`config.mk`:
```
export PLATFORM = sky130hd
export DESIGN_NAME = multi_key_click_long_press_detector_flat
export DESIGN_NICKNAME = d
export VERILOG_FILES = /design/src/hw/rtl/mkd_pkg.sv /design/src/hw/rtl/mkd_req_if.sv /design/src/hw/rtl/mkd_rsp_if.sv /design/src/hw/rtl/multi_key_click_long_press_detector.sv /design/src/hw/rtl/mkd_csr.sv /design/src/hw/rtl/mkd_key_unit.sv /design/src/flat_wrapper.sv
export SDC_FILE = /design/constraint.sdc
export NUM_CORES = 1
export LEC_CHECK = 0
export BUFFER_PORTS_ARGS = -buffer_cell sky130_fd_sc_hd__buf_2
export CAP_MARGIN = 20
export CORE_UTILIZATION = 48
export CTS_CLUSTER_SIZE = 24
export DETAILED_ROUTE_END_ITERATION = 8
export GPL_TIMING_DRIVEN = 0
export PLACE_DENSITY = 0.67
export SLEW_MARGIN = 30
export SYNTH_ARGS = -nofsm -noshare
export SYNTH_HDL_FRONTEND = slang
export SYNTH_SLANG_ARGS = --single-unit
export TNS_END_PERCENT = 5
```
`constraint.sdc`:
```
create_clock -name clock -period 2.31 [get_ports clock]
set_input_delay 0.231 -clock clock [delete_from_list [all_inputs] [get_ports clock]]
set_output_delay 0.231 -clock clock [all_outputs]
set_load 0.005 [all_outputs]
```
`src/hw/rtl/mkd_pkg.sv`:
```
// shared types and constants for the multi-key click and long-press detector
package mkd_pkg;

   localparam int NUM_KEYS   = 5;
   localparam int WORD_W     = 16;
   localparam int HOLD_W     = 16;
   localparam int KEY_BIT_W  = 5;
   localparam int CSR_IDX_W  = 3;
   localparam int CSR_DATA_W = 16;
   localparam int DIV_W      = 2;

   localparam logic [HOLD_W-1:0] HOLD_MAX = '1;
   localparam logic [DIV_W-1:0]  DIV_LATCH = 2'd3;

   // input operation codes
   localparam logic OP_TICK = 1'b0;
   localparam logic OP_SCAN = 1'b1;

   // configuration register indexes
   localparam logic [CSR_IDX_W-1:0] REG_LONG_PRESS = 3'd0;
   localparam logic [CSR_IDX_W-1:0] REG_CLICK      = 3'd1;
   localparam logic [CSR_IDX_W-1:0] REG_KEY0_BIT   = 3'd2;
   localparam logic [CSR_IDX_W-1:0] REG_KEY4_BIT   = 3'd6;

   localparam logic [HOLD_W-1:0] LONG_PRESS_RST = 16'd2000;
   localparam logic [HOLD_W-1:0] CLICK_RST      = 16'd500;
   localparam logic [KEY_BIT_W-1:0] KEY_BIT_RST [NUM_KEYS] =
      '{5'd12, 5'd11, 5'd16, 5'd15, 5'd4};

   typedef enum logic [2:0] {
      ST_IDLE      = 3'd0,
      ST_PRESSED   = 3'd1,
      ST_LONG      = 3'd2,
      ST_LONG_HELD = 3'd3,
      ST_RELEASED  = 3'd4,
      ST_CLICKED   = 3'd5
   } key_state_type;

   typedef struct packed {
      logic [HOLD_W-1:0]                   long_press_ticks;
      logic [HOLD_W-1:0]                   click_ticks;
      logic [NUM_KEYS-1:0][KEY_BIT_W-1:0]  key_bit;
   } cfg_type;

   typedef struct packed {
      logic tick;
      logic scan;
   } step_type;

endpackage

```
`src/hw/rtl/mkd_req_if.sv`:
```
// input channel: tick or scan transaction with raw scan word
interface mkd_req_if;
   logic        valid;
   logic        ready;
   logic        opcode;
   logic [15:0] scan_word;

   modport source (output valid, opcode, scan_word, input ready);
   modport sink   (input valid, opcode, scan_word, output ready);
endinterface

```
`src/hw/rtl/mkd_rsp_if.sv`:
```
// result channel: per-key event states and sampled levels
interface mkd_rsp_if;
   logic       valid;
   logic       ready;
   logic [2:0] key0_event;
   logic [2:0] key1_event;
   logic [2:0] key2_event;
   logic [2:0] key3_event;
   logic [2:0] key4_event;
   logic [4:0] level_mask;

   modport source (output valid, key0_event, key1_event, key2_event, key3_event,
                   key4_event, level_mask, input ready);
   modport sink   (input valid, key0_event, key1_event, key2_event, key3_event,
                   key4_event, level_mask, output ready);
endinterface

```
`src/hw/rtl/multi_key_click_long_press_detector.sv`:
```
// top level: input register, tick divider and scan latch, five key machines
// the input register holds each transaction until the key and rsp valid registers take it
// throughput: one tick or scan transaction per cycle; a stalled result holds the input register
// the key state registers themselves hold the result while rsp is stalled
// reset (synchronous, active high): keys idle and up, latch and divider zero, csr defaults
module multi_key_click_long_press_detector (
   input  logic                            clock,
   input  logic                            reset,
   mkd_req_if.sink                         req,
   mkd_rsp_if.source                       rsp,
   input  logic                            csr_we,
   input  logic [mkd_pkg::CSR_IDX_W-1:0]   csr_index,
   input  logic [mkd_pkg::CSR_DATA_W-1:0]  csr_wdata
);
   import mkd_pkg::*;

   cfg_type           cfg;
   step_type          step;
   logic              in_valid_ff;
   logic              in_op_ff;
   logic [WORD_W-1:0] in_word_ff;
   logic              rsp_valid_ff;
   logic [WORD_W-1:0] latched_ff;
   logic [DIV_W-1:0]  div_ff;
   logic              advance;
   logic              fire;
   key_state_type     key_state [NUM_KEYS];
   logic [NUM_KEYS-1:0] key_level;

   assign advance   = !rsp_valid_ff || rsp.ready;
   assign req.ready = !in_valid_ff || advance;
   assign fire      = in_valid_ff && advance;
   assign step.tick = fire && (in_op_ff == OP_TICK);
   assign step.scan = fire && (in_op_ff == OP_SCAN);

   always_ff @(posedge clock) begin
      if (reset) begin
         in_valid_ff  <= 1'b0;
         rsp_valid_ff <= 1'b0;
         latched_ff   <= '0;
         div_ff       <= '0;
      end else begin
         if (req.ready) in_valid_ff <= req.valid;
         if (advance) rsp_valid_ff <= in_valid_ff;
         if (step.tick) begin
            // latch on the fourth tick, then every third
            if (div_ff == DIV_LATCH) begin
               latched_ff <= in_word_ff;
               div_ff     <= DIV_W'(1);
            end else begin
               div_ff <= div_ff + 1'b1;
            end
         end
      end
   end

   always_ff @(posedge clock) begin
      if (req.valid && req.ready) begin
         in_op_ff   <= req.opcode;
         in_word_ff <= req.scan_word;
      end
   end

   mkd_csr u_csr (
      .clock     (clock),
      .reset     (reset),
      .csr_we    (csr_we),
      .csr_index (csr_index),
      .csr_wdata (csr_wdata),
      .cfg       (cfg)
   );

   for (genvar k = 0; k < NUM_KEYS; k++) begin : g_key
      mkd_key_unit u_key (
         .clock            (clock),
         .reset            (reset),
         .step             (step),
         .latched_word     (latched_ff),
         .key_bit          (cfg.key_bit[k]),
         .long_press_ticks (cfg.long_press_ticks),
         .click_ticks      (cfg.click_ticks),
         .key_state        (key_state[k]),
         .key_level        (key_level[k])
      );
   end

   assign rsp.valid      = rsp_valid_ff;
   assign rsp.key0_event = key_state[0];
   assign rsp.key1_event = key_state[1];
   assign rsp.key2_event = key_state[2];
   assign rsp.key3_event = key_state[3];
   assign rsp.key4_event = key_state[4];
   assign rsp.level_mask = key_level;

endmodule

```
`src/hw/rtl/mkd_csr.sv`:
```
// configuration registers: thresholds and key bit positions
module mkd_csr (
   input  logic                          clock,
   input  logic                          reset,
   input  logic                          csr_we,
   input  logic [mkd_pkg::CSR_IDX_W-1:0] csr_index,
   input  logic [mkd_pkg::CSR_DATA_W-1:0] csr_wdata,
   output mkd_pkg::cfg_type              cfg
);
   import mkd_pkg::*;

   cfg_type cfg_ff;

   always_ff @(posedge clock) begin
      if (reset) begin
         cfg_ff.long_press_ticks <= LONG_PRESS_RST;
         cfg_ff.click_ticks      <= CLICK_RST;
         for (int k = 0; k < NUM_KEYS; k++) begin
            cfg_ff.key_bit[k] <= KEY_BIT_RST[k];
         end
      end else if (csr_we) begin
         if (csr_index == REG_LONG_PRESS) begin
            cfg_ff.long_press_ticks <= csr_wdata;
         end else if (csr_index == REG_CLICK) begin
            cfg_ff.click_ticks <= csr_wdata;
         end else if (csr_index >= REG_KEY0_BIT && csr_index <= REG_KEY4_BIT) begin
            cfg_ff.key_bit[csr_index - REG_KEY0_BIT] <= csr_wdata[KEY_BIT_W-1:0];
         end
      end
   end

   assign cfg = cfg_ff;

endmodule

```
`src/hw/rtl/mkd_key_unit.sv`:
```
// one key's event machine, level and press-time counter
module mkd_key_unit (
   input  logic                        clock,
   input  logic                        reset,
   input  mkd_pkg::step_type           step,
   input  logic [mkd_pkg::WORD_W-1:0]  latched_word,
   input  logic [mkd_pkg::KEY_BIT_W-1:0] key_bit,
   input  logic [mkd_pkg::HOLD_W-1:0]  long_press_ticks,
   input  logic [mkd_pkg::HOLD_W-1:0]  click_ticks,
   output mkd_pkg::key_state_type      key_state,
   output logic                        key_level
);
   import mkd_pkg::*;

   key_state_type     state_ff, state_in;
   logic              level_ff, level_in;
   logic [HOLD_W-1:0] hold_ff, hold_in;
   logic              now;
   logic [3:0]        bit_idx;

   // positions 1..16 select a bit, anything else reads as down
   assign bit_idx = key_bit[3:0] - 4'd1;
   assign now = (key_bit != '0) && (key_bit <= KEY_BIT_W'(WORD_W)) ?
                latched_word[bit_idx] : 1'b0;

   always_comb begin
      state_in = state_ff;
      level_in = level_ff;
      hold_in  = hold_ff;
      if (step.tick) begin
         if (state_ff == ST_PRESSED && hold_ff != HOLD_MAX) begin
            hold_in = hold_ff + 1'b1;
         end
      end else if (step.scan) begin
         level_in = now;
         case (state_ff)
            ST_LONG: begin
               hold_in  = '0;
               state_in = ST_LONG_HELD;
            end
            ST_LONG_HELD: begin
               if (now) state_in = ST_RELEASED;
            end
            default: begin
               if (!now) begin
                  if (level_ff) begin
                     state_in = ST_PRESSED;
                     hold_in  = '0;
                  end else if (hold_ff > long_press_ticks) begin
                     state_in = ST_LONG;
                  end
               end else if (!level_ff) begin
                  state_in = (hold_ff < click_ticks) ? ST_CLICKED : ST_RELEASED;
               end else begin
                  hold_in  = '0;
                  state_in = ST_IDLE;
               end
            end
         endcase
      end
   end

   always_ff @(posedge clock) begin
      if (reset) begin
         state_ff <= ST_IDLE;
         level_ff <= 1'b1;
         hold_ff  <= '0;
      end else begin
         state_ff <= state_in;
         level_ff <= level_in;
         hold_ff  <= hold_in;
      end
   end

   assign key_state = state_ff;
   assign key_level = level_ff;

   a_long_to_held: assert property (@(posedge clock) disable iff (reset)
      step.scan && state_ff == ST_LONG |=> state_ff == ST_LONG_HELD && hold_ff == '0)
      else $error("long press did not move to long held");

   a_tick_keeps_state: assert property (@(posedge clock) disable iff (reset)
      step.tick |=> $stable(state_ff) && $stable(level_ff))
      else $error("tick changed key state or level");

   a_hold_only_pressed: assert property (@(posedge clock) disable iff (reset)
      step.tick && state_ff != ST_PRESSED |=> $stable(hold_ff))
      else $error("press time counted outside pressed state");

endmodule
```
`src/flat_wrapper.sv`:
```
// flat-port wrapper written by rule: the top's interface ports become plain ports
module multi_key_click_long_press_detector_flat import mkd_pkg::*;
  (clock, reset, csr_we, csr_index, csr_wdata, req_valid, req_opcode, req_scan_word, req_ready, rsp_valid, rsp_key0_event, rsp_key1_event, rsp_key2_event, rsp_key3_event, rsp_key4_event, rsp_level_mask, rsp_ready);
  mkd_req_if req_i ();
  mkd_rsp_if rsp_i ();
  input  logic clock;
  input  logic reset;
  input  logic csr_we;
  input  logic [mkd_pkg::CSR_IDX_W-1:0] csr_index;
  input  logic [mkd_pkg::CSR_DATA_W-1:0] csr_wdata;
  input wire logic [$bits(req_i.valid)-1:0] req_valid;
  input wire logic [$bits(req_i.opcode)-1:0] req_opcode;
  input wire logic [$bits(req_i.scan_word)-1:0] req_scan_word;
  output wire logic [$bits(req_i.ready)-1:0] req_ready;
  output wire logic [$bits(rsp_i.valid)-1:0] rsp_valid;
  output wire logic [$bits(rsp_i.key0_event)-1:0] rsp_key0_event;
  output wire logic [$bits(rsp_i.key1_event)-1:0] rsp_key1_event;
  output wire logic [$bits(rsp_i.key2_event)-1:0] rsp_key2_event;
  output wire logic [$bits(rsp_i.key3_event)-1:0] rsp_key3_event;
  output wire logic [$bits(rsp_i.key4_event)-1:0] rsp_key4_event;
  output wire logic [$bits(rsp_i.level_mask)-1:0] rsp_level_mask;
  input wire logic [$bits(rsp_i.ready)-1:0] rsp_ready;
  assign req_i.valid = req_valid;
  assign req_i.opcode = req_opcode;
  assign req_i.scan_word = req_scan_word;
  assign req_ready = req_i.ready;
  assign rsp_valid = rsp_i.valid;
  assign rsp_key0_event = rsp_i.key0_event;
  assign rsp_key1_event = rsp_i.key1_event;
  assign rsp_key2_event = rsp_i.key2_event;
  assign rsp_key3_event = rsp_i.key3_event;
  assign rsp_key4_event = rsp_i.key4_event;
  assign rsp_level_mask = rsp_i.level_mask;
  assign rsp_i.ready = rsp_ready;
  multi_key_click_long_press_detector u_core (.clock(clock), .reset(reset), .req(req_i), .rsp(rsp_i), .csr_we(csr_we), .csr_index(csr_index), .csr_wdata(csr_wdata));
endmodule
```
==> results of run 1 <==
[what timing repair did]
item	4_1_cts	5_1_grt
endpoints found under the setup margin	91	88
setup buffers	20	17
gates resized for setup	87	93
gates cloned	0	0
hold buffers	18	0
hold endpoints to repair	18	0
pin swaps	21	41
[cell usage after synthesis (all sizes together), types with 14 or more instances]
| library cell | instances |
|---|---|
| or3 | 22 |
| nand2 | 150 |
| xor2 | 36 |
| o211ai | 32 |
| nor2 | 121 |
| nor2b | 14 |
| edfxtp | 17 |
| xnor2 | 34 |
| nand3 | 62 |
| a21oi | 123 |
| a21o | 23 |
| o21ai | 44 |
| dfxtp | 177 |
| nor4 | 14 |
| mux4 | 23 |
| nor3 | 26 |
| inv | 67 |
| nand4 | 45 |
| buf | 15 |
| ha | 172 |
| nand2b | 23 |
| mux2i | 25 |
| clkbuf | 32 |
[path summary, 6_finish.rpt]
check	startpoint	cells after the start	endpoint	slack, ns
min reg2reg	u_core.u_csr.cfg[44]$_SDFFE_PP0P_	2	u_core.u_csr.cfg[44]$_SDFFE_PP0P_	0.46
min	csr_wdata[12]	3	u_core.u_csr.cfg[53]$_SDFFE_PP0P_	0.05
max reg2reg	u_core.u_csr.cfg[55]$_SDFFE_PP0P_	10	u_core.g_key[4].u_key.key_state[0]$_SDFFE_PP0P_	-0.25
max	u_core.u_csr.cfg[55]$_SDFFE_PP0P_	10	u_core.g_key[4].u_key.key_state[0]$_SDFFE_PP0P_	-0.25
[logic make-up (layout without fill, tap and decap cells)]
group           count (synthesis)  after routing  share of synthesized area (%)
buf+inv                       115            262                          3.790
simple gates                  548            548                          22.01
mux                            51             51                          6.294
fa+ha+maj                     172            172                          16.89
compound gates                286            286                          14.39
xor+xnor                       70             70                          4.811
flops                         194            194                          31.81
[final cells by class]
| class | instances | area share, % |
|---|---|---|
| clock buffer | 17 | 2.744 |
| sequential | 194 | 26.46 |
| clock inverter | 15 | 1.493 |
| multi-input combinational | 1127 | 57.81 |
| inverter | 68 | 1.864 |
| tap | 335 | 2.704 |
| buffer | 46 | 1.614 |
| timing repair buffer | 116 | 5.303 |
[placed cells by master, fill, tap and decap left out, types with 24 or more instances in the layout]
cell type,instances
sky130_fd_sc_hd__a21oi_1,117
sky130_fd_sc_hd__buf_2,62
sky130_fd_sc_hd__buf_4,35
sky130_fd_sc_hd__clkbuf_1,26
sky130_fd_sc_hd__dfxtp_1,148
sky130_fd_sc_hd__dfxtp_2,24
sky130_fd_sc_hd__ha_1,143
sky130_fd_sc_hd__ha_4,29
sky130_fd_sc_hd__inv_1,57
sky130_fd_sc_hd__mux2i_1,25
sky130_fd_sc_hd__nand2_1,146
sky130_fd_sc_hd__nand3_1,56
sky130_fd_sc_hd__nand4_1,44
sky130_fd_sc_hd__nor2_1,119
sky130_fd_sc_hd__o211ai_1,31
sky130_fd_sc_hd__o21ai_0,31
sky130_fd_sc_hd__xnor2_1,34
sky130_fd_sc_hd__xor2_1,36
[tightest hold or removal path, delay by kind of cell]
kind | cells | cell delay [ns]
AO/OA/AOI/OAI | 1 | 0.05
buffers and inverters | 1 | 0.13
AND/OR/NAND/NOR | 1 | 0.06
[flip-flops by register name, summed over array words and instances, names as in the netlist]
signal / flops
u_core.g_key.u_key.hold_ff: 80
u_core.g_key.u_key.key_level: 5
u_core.div_ff: 2
u_core.u_csr.cfg: 57
u_core.g_key.u_key.key_state: 15
u_core.in_word_ff: 16
u_core.rsp.valid: 1
u_core.latched_ff: 16
u_core.in_op_ff: 1
u_core.in_valid_ff: 1
[metal layers]
layer	vias up	wire length [um]
li1	5529	-
met1	5563	16190
met2	425	18580
met3	99	2545
met4	0	1791
met5	-	0
[power groups by stage]
stage               Combinational [mW]  Sequential, mW  Clock (mW)
detailed placement               0.585            3.59           0
floorplan                        0.363            3.57           0
finish                           0.713            3.52        3.24
global route                     0.771            3.52        3.40
global placement                 0.574            3.59           0
CTS                              0.650            3.51        3.27
[through the flow]
step	total power, mW	instance area (um2)	setup WS (ns)	hold WS, ns
2_1_floorplan	3.935	12750	-0.02314	0.3299
3_5_place_dp	4.175	13480	-0.6635	0.4091
5_1_grt	7.699	15500	-0.3650	0.03971
6_report	7.465	15500	-0.2458	0.04522
4_1_cts	7.429	14860	-0.2060	0.04662
3_3_place_gp	4.163	13470	-0.5851	0.4069
==> impl_metrics.json, run 1 <==
{
  "final_period_minus_worst_setup_slack_ns": 2.556,
  "die_x_um": 164.9,
  "synth_sequential_area_ratio_pct": 31.81,
  "post_detailed_route_drc_marker_count": 0,
  "cts_max_level": 4,
  "detailedRoute.firstIterationViolations": 968,
  "num_io_pins": 63,
  "timing.clock.skew_ns": 0.02299,
  "hold_violations": 0,
  "startpoint_type": "flop",
  "setup_repair_after_global_routing_missed_its_margin": "yes",
  "clock_tree.root_cell": "sky130_fd_sc_hd__clkbuf_16",
  "number_of_port_buffers": 61,
  "pwr-share-comb_pct": 9.6,
  "detail_route.wirelength_um": 39110,
  "synth.distinct_cells": 83,
  "netlist.area_leader.share_pct": 27.81,
  "pwr-share-clk_pct": 43.3,
  "worstPathArrival_ns": 2.88,
  "global_route.usage.met2_pct": 47.94,
  "layout_setup_ws_ns": -0.2458,
  "num-fill-cells": 2251,
  "async_reset_ff_share_pct": 0,
  "track_usage_pct": 28.58,
  "ys_warn_count": 0,
  "internal_dissipation_mw": 5.268,
  "min_path_type": "in -> reg",
  "antenna_found_initial": 0,
  "run_status": "finished, violations left",
  "cp-end-kind": "flop",
  "share_of_final_layout_standard_cells_stronger_than_drive_strength_1_pct": 20.66,
  "power-per-cell-area_nw_per_um2": 481.5,
  "antennaDiodeCount": 0,
  "netlist_area_um2": 12740,
  "leakagePower_nw": 6.142,
  "syn-instance-count": 1436,
  "clock_tree.buffer_depth": 2,
  "synth_enable_flop_cells": 17,
  "cpMaxStageDelayCell": "sky130_fd_sc_hd__a2111oi_0",
  "synth_top_area_cell": "sky130_fd_sc_hd__dfxtp_1",
  "critPathBufInv": 2,
  "groute.layer.met1.usage_pct": 36.09,
  "final_util_pct": 59.49,
  "finalCritPeriodShare_pct": 110.6,
  "max_freq_mhz": 391.3,
  "first_global_vias": 10620,
  "synth_fp_nets": 1649,
  "wire_per_inst_um": 20.39,
  "dp_hpwl_um": 26930,
  "groute.layer.met3.usage_pct": 3.792,
  "headroom_to_the_max_slew_limit_pct": 44.92,
  "globalRoute.busiestLayer": "met2",
  "critical_path.top_delay_family": "compound AO/OA/AOI/OAI gates",
  "clkSinkCount": 194,
  "layout.cells.non_filler": 1918,
  "multi_input_comb_area_um2": 8962,
  "route.antenna.remaining_nets": 0,
  "clk-insertion-delay-late_ns": 0.46,
  "number_of_nets_in_the_final_layout": 1783,
  "swShare_pct": 29.43,
  "fp.coreArea_um2": 26060,
  "report.final.setup_viol": 20,
  "grt_start_max_net_pins": 25,
  "p_seq_share_pct": 47.1,
  "floorplan.die_area_um2": 27210,
  "gp_routability_congestion": 0.9169,
  "placed_cells": 1832,
  "die_height_um": 164.9,
  "std_cell_rows": 59,
  "global_route_wire_length_before_repair_um": 58590,
  "fin_max_slew_vios": 0,
  "synth_top_cells_by_area": "sky130_fd_sc_hd__dfxtp_1 (28%), sky130_fd_sc_hd__ha_1 (17%), sky130_fd_sc_hd__a21oi_1 (4.8%), sky130_fd_sc_hd__nand2_1 (4.4%), sky130_fd_sc_hd__mux4_2 (4.1%)",
  "cts.reportedPaths.clkPinSlew_ns": 0.08,
  "required_time_of_the_worst_setup_path_ns": 2.64,
  "start_util_pct": 48.90,
  "critical_path.max_fanout": 3,
  "routed-via-count": 11620,
  "violated_checks": "negative setup slack",
  "yosys_reg_bits": 194,
  "tns_ns": -2.995,
  "cts_tree": "yes",
  "detailedRoute.firstPassIterationCount": 5,
  "area_growth_from_synthesis_to_final_layout_pct": 21.65,
  "worst_path_largest_cell_delay_ns": 0.65,
  "vias_per_cell": 6.056,
  "ir_worst_vdd_mv": 0.4236,
  "worst-slew-pin-transition_ns": 0.8263,
  "numCtsBuffers": 17,
  "max_cap_viol_count": 0,
  "gr-total-overflow": 0,
  "crit_path_cell_trace": "clkinvlp_4 > buf_6 > ha_4 > a21o_1 > a2111oi_0 > o221ai_2 > o21ai_2 > a31oi_2 > o21ai_1 > a31oi_1",
  "power.net_switching_mw": 2.197,
  "critPathKind": "reg -> reg",
  "syn_avg_cell_area_um2": 8.874,
  "seqCellArea_um2": 4103,
  "dominantRegCellSynth": "sky130_fd_sc_hd__dfxtp_1"
}
Power figures use the tool's default switching activity.
==> inputs of run 2 (changes only) <==
==> constraint.sdc (replaced) <==
create_clock -name clock -period 2.31 [get_ports clock]
set_input_delay 0.231 -clock clock [delete_from_list [all_inputs] [get_ports clock]]
set_output_delay 0.231 -clock clock [all_outputs]
set_load 0.1 [all_outputs]
==> run 2 against run 1 <==
Net effect:
- the run still ends with negative setup slack left
- largest cell class unchanged
- global-route usage increased by 0.43 points
- clock skew decreased by 0.0092 ns
- non-clock buffer count unchanged
- cell area decreased by 0.48%
- total power increased by 2.1%
==> impl_metrics.json, run 2 (synthesis results as in run 1) <==
{
  "layout_setup_ws_ns": -0.3134,
  "num-fill-cells": 2248,
  "routed-via-count": 11600,
  "register_with_the_most_flip_flops": "u_core.g_key.u_key.hold_ff",
  "num_io_pins": 63,
  "die_x_um": 164.9,
  "detailedRoute.firstIterationViolations": 919,
  "critical_path.max_fanout": 6,
  "route.antenna.remaining_nets": 0,
  "headroom_to_the_max_slew_limit_pct": 37.30,
  "finalCritPeriodShare_pct": 113.6,
  "pwr-share-clk_pct": 42.9,
  "std_cell_rows": 59,
  "share_of_final_layout_standard_cells_stronger_than_drive_strength_1_pct": 20.72,
  "power-per-cell-area_nw_per_um2": 493.9,
  "detailedRoute.firstPassIterationCount": 7,
  "worstSetupStartpoint": "u_core.u_csr.cfg[52]$_SDFFE_PP0P_",
  "clkSinkCount": 194,
  "p_seq_share_pct": 46.1,
  "global_route_wire_length_before_repair_um": 59400,
  "clk-insertion-delay-late_ns": 0.46,
  "worst-slew-pin-transition_ns": 0.9405,
  "floorplan.die_area_um2": 27210,
  "cts_tree": "yes",
  "wire_per_inst_um": 20.38,
  "internal_dissipation_mw": 5.277,
  "post_detailed_route_drc_marker_count": 0,
  "vias_per_cell": 6.050,
  "ir_worst_vdd_mv": 0.4129,
  "max_cap_viol_count": 0,
  "setup_repair_after_global_routing_missed_its_margin": "yes",
  "largest_register_ffs": 80,
  "start_util_pct": 48.90,
  "most_common_cell_after_layout_fill_and_taps_aside": "sky130_fd_sc_hd__ha_1",
  "layout.cells.non_filler": 1918,
  "timing.rr.start": "u_core.u_csr.cfg[52]$_SDFFE_PP0P_",
  "critPathKind": "reg -> reg",
  "min_path_type": "in -> reg",
  "detail_route.wirelength_um": 39080,
  "hold_violations": 0,
  "timing.clock.skew_ns": 0.01381,
  "gr-total-overflow": 0,
  "gp_routability_congestion": 0.9311,
  "report.final.setup_viol": 25,
  "clock_tree.root_cell": "sky130_fd_sc_hd__clkbuf_16",
  "leakagePower_nw": 6.117,
  "numCtsBuffers": 17,
  "run_status": "finished, violations left",
  "antennaDiodeCount": 0,
  "power.net_switching_mw": 2.342,
  "fin_total_pwr_mw": 7.619,
  "die_height_um": 164.9,
  "final_period_minus_worst_setup_slack_ns": 2.623,
  "fp.coreArea_um2": 26060,
  "placed_cells": 1832,
  "clock_tree.buffer_depth": 2,
  "number_of_port_buffers": 61,
  "cts.reportedPaths.clkPinSlew_ns": 0.08,
  "startpoint_of_the_lowest_slack_hold_path": "csr_wdata[14]",
  "violated_checks": "negative setup slack",
  "pwr-share-comb_pct": 11.0,
  "layout.cells.most_common_list": "sky130_fd_sc_hd__ha_1 (149), sky130_fd_sc_hd__nand2_1 (145), sky130_fd_sc_hd__dfxtp_1 (141)",
  "area_growth_from_synthesis_to_final_layout_pct": 21.06,
  "finish.instance_area_um2": 15430,
  "fin_max_slew_vios": 0,
  "first_global_vias": 10950,
  "number_of_nets_in_the_final_layout": 1783,
  "max_freq_mhz": 381.2,
  "dp_hpwl_um": 27140,
  "cp-end-kind": "flop",
  "grt_start_max_net_pins": 25,
  "swShare_pct": 30.74,
  "startpoint_type": "flop",
  "track_usage_pct": 29.02,
  "cts_max_level": 4,
  "placement.cell_area_um2": 13510,
  "required_time_of_the_worst_setup_path_ns": 2.66,
  "worstPathArrival_ns": 2.97,
  "fin_worst_hold_slack_ns": 0.04464,
  "antenna_found_initial": 0
}
==> run 2: worst paths after layout <==
path                                                      to  slack, ns  cells past startpoint
max          u_core.g_key[1].u_key.key_state[2]$_SDFFE_PP0P_      -0.31                      9
min                        u_core.u_csr.cfg[55]$_SDFFE_PP0P_       0.04                      3
max reg2reg  u_core.g_key[1].u_key.key_state[2]$_SDFFE_PP0P_      -0.31                      9
min reg2reg                u_core.u_csr.cfg[44]$_SDFFE_PP0P_       0.46                      2
==> run 2: power groups by stage <==
stage	sequential, mW	combinational, mW	clock (mW)
floorplan	3.66	0.402	0
global placement	3.59	0.703	0
detailed placement	3.59	0.716	0
CTS	3.51	0.788	3.29
global route	3.52	0.892	3.42
finish	3.51	0.838	3.27
==> run 2: area by class of cell <==
| cell class | count | area [um2] | share of cell area (%) |
|---|---|---|---|
| clock inverter | 15 | 227.7 | 1.476 |
| timing repair buffer | 116 | 818.3 | 5.304 |
| inverter | 68 | 296.5 | 1.922 |
| sequential | 194 | 4111 | 26.65 |
| clock buffer | 17 | 425.4 | 2.758 |
| multi-input combinational | 1127 | 8884 | 57.58 |
| buffer | 46 | 245.2 | 1.590 |
| tap | 335 | 419.2 | 2.717 |
==> run 2: timing repair <==
item                                    4_1_cts  5_1_grt
gates resized for setup                      94       68
hold buffers                                 18        0
pin swaps                                    25       26
setup buffers                                23       14
hold endpoints to repair                     18        0
endpoints found under the setup margin       89       89
==> run 2: metrics by stage <==
stage	setup slack, ns	utilization [%]	TNS (ns)
after CTS	-0.1982	57.34	-3.043
after global placement	-0.5678	51.84	-29.57
after global routing	-0.3896	59.20	-9.115
after floorplan	-0.08202	-	-0.5512
after detailed placement	-0.5838	51.86	-30.78
final	-0.3134	59.20	-3.771
==> run 2: layer usage <==
layer | track usage, % | vias up | wire length [um]
met5 | 1.326 | - | 0
met4 | 14.47 | 0 | 1633
met3 | 4.847 | 100 | 2592
met2 | 49.06 | 413 | 18810
met1 | 35.39 | 5555 | 16050
li1 | - | 5536 | -
==> run 2: worst max-delay path, cell delays in order (launching register included) <==
cell	delay, ns
sky130_fd_sc_hd__dfxtp_2	0.36
sky130_fd_sc_hd__clkinvlp_4	0.16
sky130_fd_sc_hd__ha_1	0.34
sky130_fd_sc_hd__a21o_1	0.21
sky130_fd_sc_hd__a221oi_2	0.30
sky130_fd_sc_hd__o21ai_1	0.13
sky130_fd_sc_hd__a2111oi_4	0.41
sky130_fd_sc_hd__o221ai_4	0.20
sky130_fd_sc_hd__buf_4	0.17
sky130_fd_sc_hd__o2111a_1	0.22
==> inputs of run 3 (changes only) <==
- CORE_MARGIN: not set -> 3
- CORE_UTILIZATION: 48 -> 46
- PLACE_DENSITY: 0.67 -> 0.65
==> run 3 against run 2 <==
Net effect:
- the flow still finishes with violations (negative setup slack)
- register-to-register slack improved by 0.03 ns
- critical path depth is 1 higher
- setup slack improved by 0.027 ns
- non-clock buffer count fell by 10
- clock skew grew 0.00091 ns
- via count down 1.4%
- flip-flop and latch count did not move
- clock power fell by 12%
- total power decreased by 5.1%
- cell area fell by 1.3%
- critical path type unchanged
- largest power group unchanged
==> impl_metrics.json, run 3 (synthesis results as in run 1) <==
{
  "run_status": "finished, violations left",
  "violated_checks": "negative setup slack",
  "tns_ns": -2.687,
  "detail_route.wirelength_um": 38460,
  "antenna_found_initial": 0,
  "wire_per_inst_um": 19.77,
  "fin_total_pwr_mw": 7.230,
  "share_of_final_layout_standard_cells_stronger_than_drive_strength_1_pct": 19.39,
  "report.final.setup_viol": 18,
  "power.net_switching_mw": 2.083,
  "route.antenna.remaining_nets": 0,
  "timing.rr.start": "u_core.u_csr.cfg[53]$_SDFFE_PP0P_",
  "global_route_wire_length_before_repair_um": 59230,
  "register_with_the_most_flip_flops": "u_core.g_key.u_key.hold_ff",
  "area_growth_from_synthesis_to_final_layout_pct": 19.52,
  "layout.cells.most_common_list": "sky130_fd_sc_hd__ha_1 (156), sky130_fd_sc_hd__nand2_1 (144), sky130_fd_sc_hd__dfxtp_1 (143)",
  "finalCritPeriodShare_pct": 112.4,
  "vias_per_cell": 5.881,
  "dp_hpwl_um": 27050,
  "floorplan.die_area_um2": 29740,
  "max_cap_viol_count": 0,
  "worst_path_largest_cell_delay_ns": 0.38,
  "pwr-share-clk_pct": 40.0,
  "crit_path_cell_trace": "clkinvlp_4 > buf_12 > ha_1 > and3_4 > or3b_4 > o311a_4 > o311ai_4 > o211ai_4 > nor3_1 > nor3_2",
  "post_detailed_route_drc_marker_count": 0,
  "hold_violations": 0,
  "ff_to_ff_setup_slack_ns": -0.29,
  "die_x_um": 172.4,
  "track_usage_pct": 25.98,
  "min_path_type": "in -> reg",
  "routed-via-count": 11440,
  "fin_max_slew_vios": 0,
  "detailedRoute.firstIterationViolations": 881,
  "num-fill-cells": 2385,
  "rr_endpoint": "u_core.g_key[2].u_key.key_state[0]$_SDFFE_PP0P_",
  "largest_register_ffs": 80,
  "clkSinkCount": 194,
  "detailedRoute.firstPassIterationCount": 5,
  "grt_start_max_net_pins": 19,
  "worstPathArrival_ns": 2.90,
  "cpMaxStageDelayCell": "sky130_fd_sc_hd__dfxtp_2",
  "critical_path.top_delay_family": "simple AND/OR/NAND/NOR gates",
  "cts_tree": "yes",
  "pwr-share-comb_pct": 11.4,
  "critPathBufInv": 2,
  "worst-slew-pin-transition_ns": 0.9683,
  "clock_tree.root_cell": "sky130_fd_sc_hd__clkbuf_16",
  "layout_setup_ws_ns": -0.2859,
  "internal_dissipation_mw": 5.147,
  "power-per-cell-area_nw_per_um2": 474.7,
  "critical_path.max_fanout": 5,
  "clock_tree.buffer_depth": 2,
  "swShare_pct": 28.81,
  "cp-end-kind": "flop",
  "most_common_cell_after_layout_fill_and_taps_aside": "sky130_fd_sc_hd__ha_1",
  "cts.reportedPaths.clkPinSlew_ns": 0.07,
  "critPathKind": "reg -> reg",
  "clk-insertion-delay-late_ns": 0.45,
  "antennaDiodeCount": 0,
  "p_seq_share_pct": 48.6,
  "number_of_stages_on_the_worst_setup_path": 10,
  "final_period_minus_worst_setup_slack_ns": 2.596,
  "num_io_pins": 63,
  "number_of_nets_in_the_final_layout": 1773,
  "die_height_um": 172.4,
  "numCtsBuffers": 17,
  "leakagePower_nw": 6.064,
  "timing.critical_path.to": "u_core.g_key[2].u_key.key_state[0]$_SDFFE_PP0P_",
  "ff2ff_path_depth": 10,
  "start_util_pct": 47.02,
  "max_freq_mhz": 385.2,
  "cts_max_level": 4,
  "first_global_vias": 10900,
  "std_cell_rows": 60,
  "startpoint_of_the_lowest_slack_hold_path": "csr_wdata[12]",
  "setup_repair_after_global_routing_missed_its_margin": "yes",
  "fp.coreArea_um2": 27100,
  "gr-total-overflow": 0,
  "ir_worst_vdd_mv": 0.5734,
  "number_of_port_buffers": 61,
  "timing.clock.skew_ns": 0.01472,
  "worstSetupStartpoint": "u_core.u_csr.cfg[53]$_SDFFE_PP0P_",
  "required_time_of_the_worst_setup_path_ns": 2.61,
  "startpoint_type": "flop",
  "gp_routability_congestion": 0.8873,
  "headroom_to_the_max_slew_limit_pct": 35.45
}
==> run 3: cell types whose count changed in the layout (fill, tap and decap cells not counted), moves of 3 or more <==
cell / before / now
sky130_fd_sc_hd__nor3_1: 23 / 20
sky130_fd_sc_hd__ha_1: 149 / 156
sky130_fd_sc_hd__clkinv_8: 5 / 1
sky130_fd_sc_hd__inv_6: 0 / 4
sky130_fd_sc_hd__nor3_2: 3 / 6
sky130_fd_sc_hd__inv_12: 5 / 0
sky130_fd_sc_hd__inv_1: 53 / 56
sky130_fd_sc_hd__nor4_4: 1 / 4
sky130_fd_sc_hd__buf_4: 35 / 27
sky130_fd_sc_hd__ha_4: 23 / 16
==> run 3: power by group through the flow <==
stage	Sequential, mW	Clock (mW)	Combinational [mW]
CTS	3.51	2.94	0.777
global placement	3.59	0	0.704
detailed placement	3.59	0	0.716
global route	3.52	3.05	0.884
floorplan	3.66	0	0.402
finish	3.51	2.89	0.822
==> run 3: worst min-delay path by stage <==
stage | end | slack (ns) | depth (start not counted)
2_1_floorplan | u_core.in_op_ff$_DFFE_PP_ | 0.33 | 0
3_3_place_gp | u_core.in_word_ff[3]$_DFFE_PP_ | 0.41 | 1
3_5_place_dp | u_core.in_word_ff[8]$_DFFE_PP_ | 0.41 | 1
4_1_cts | u_core.u_csr.cfg[56]$_SDFFE_PP0P_ | 0.06 | 3
5_1_grt | u_core.u_csr.cfg[38]$_SDFFE_PP0P_ | 0.06 | 3
6_report | u_core.u_csr.cfg[53]$_SDFFE_PP0P_ | 0.07 | 3
==> run 3: per-layer routing <==
layer	vias to the layer above	part of all wire [%]	GRT usage (%)
li1	5530	-	-
met1	5489	43	32.45
met2	322	48	43.66
met3	98	5.5	4.961
met4	0	4.1	11.52
met5	-	0	0
==> run 3: worst min-delay path: stages <==
cell                      delay (ns)
sky130_fd_sc_hd__buf_2          0.13
sky130_fd_sc_hd__nand2_1        0.06
sky130_fd_sc_hd__a21oi_1        0.05
==> run 3: stage by stage <==
stage	hold WS [ns]	cells	area, um2	setup WS (ns)	utilization (%)
after CTS	0.05592	1931	14740	-0.2343	54.38
final	0.06833	1945	15230	-0.2859	56.20
after floorplan	0.3299	1436	12780	-0.08202	-
after detailed placement	0.4091	1869	13560	-0.6342	50.03
after global placement	0.4072	1869	13550	-0.6112	50.01
after global routing	0.06495	1945	15230	-0.3636	56.20
==> run 3: timing repair <==
item	CTS	global route
gates cloned	0	0
pin swaps	26	32
setup endpoints to repair	90	88
hold buffers	18	0
gates resized for setup	81	71
setup buffers	13	14
endpoints found under the hold margin	18	0
==> run 3: area by class of cell <==
| cell class | count | area, um2 | area share [%] |
|---|---|---|---|
| clock inverter | 13 | 117.6 | 0.7722 |
| clock buffer | 19 | 432.9 | 2.842 |
| sequential | 194 | 4106 | 26.96 |
| inverter | 68 | 285.3 | 1.873 |
| buffer | 46 | 245.2 | 1.610 |
| tap | 372 | 465.4 | 3.056 |
| multi-input combinational | 1127 | 8830 | 57.97 |
| timing repair buffer | 106 | 748.2 | 4.913 |
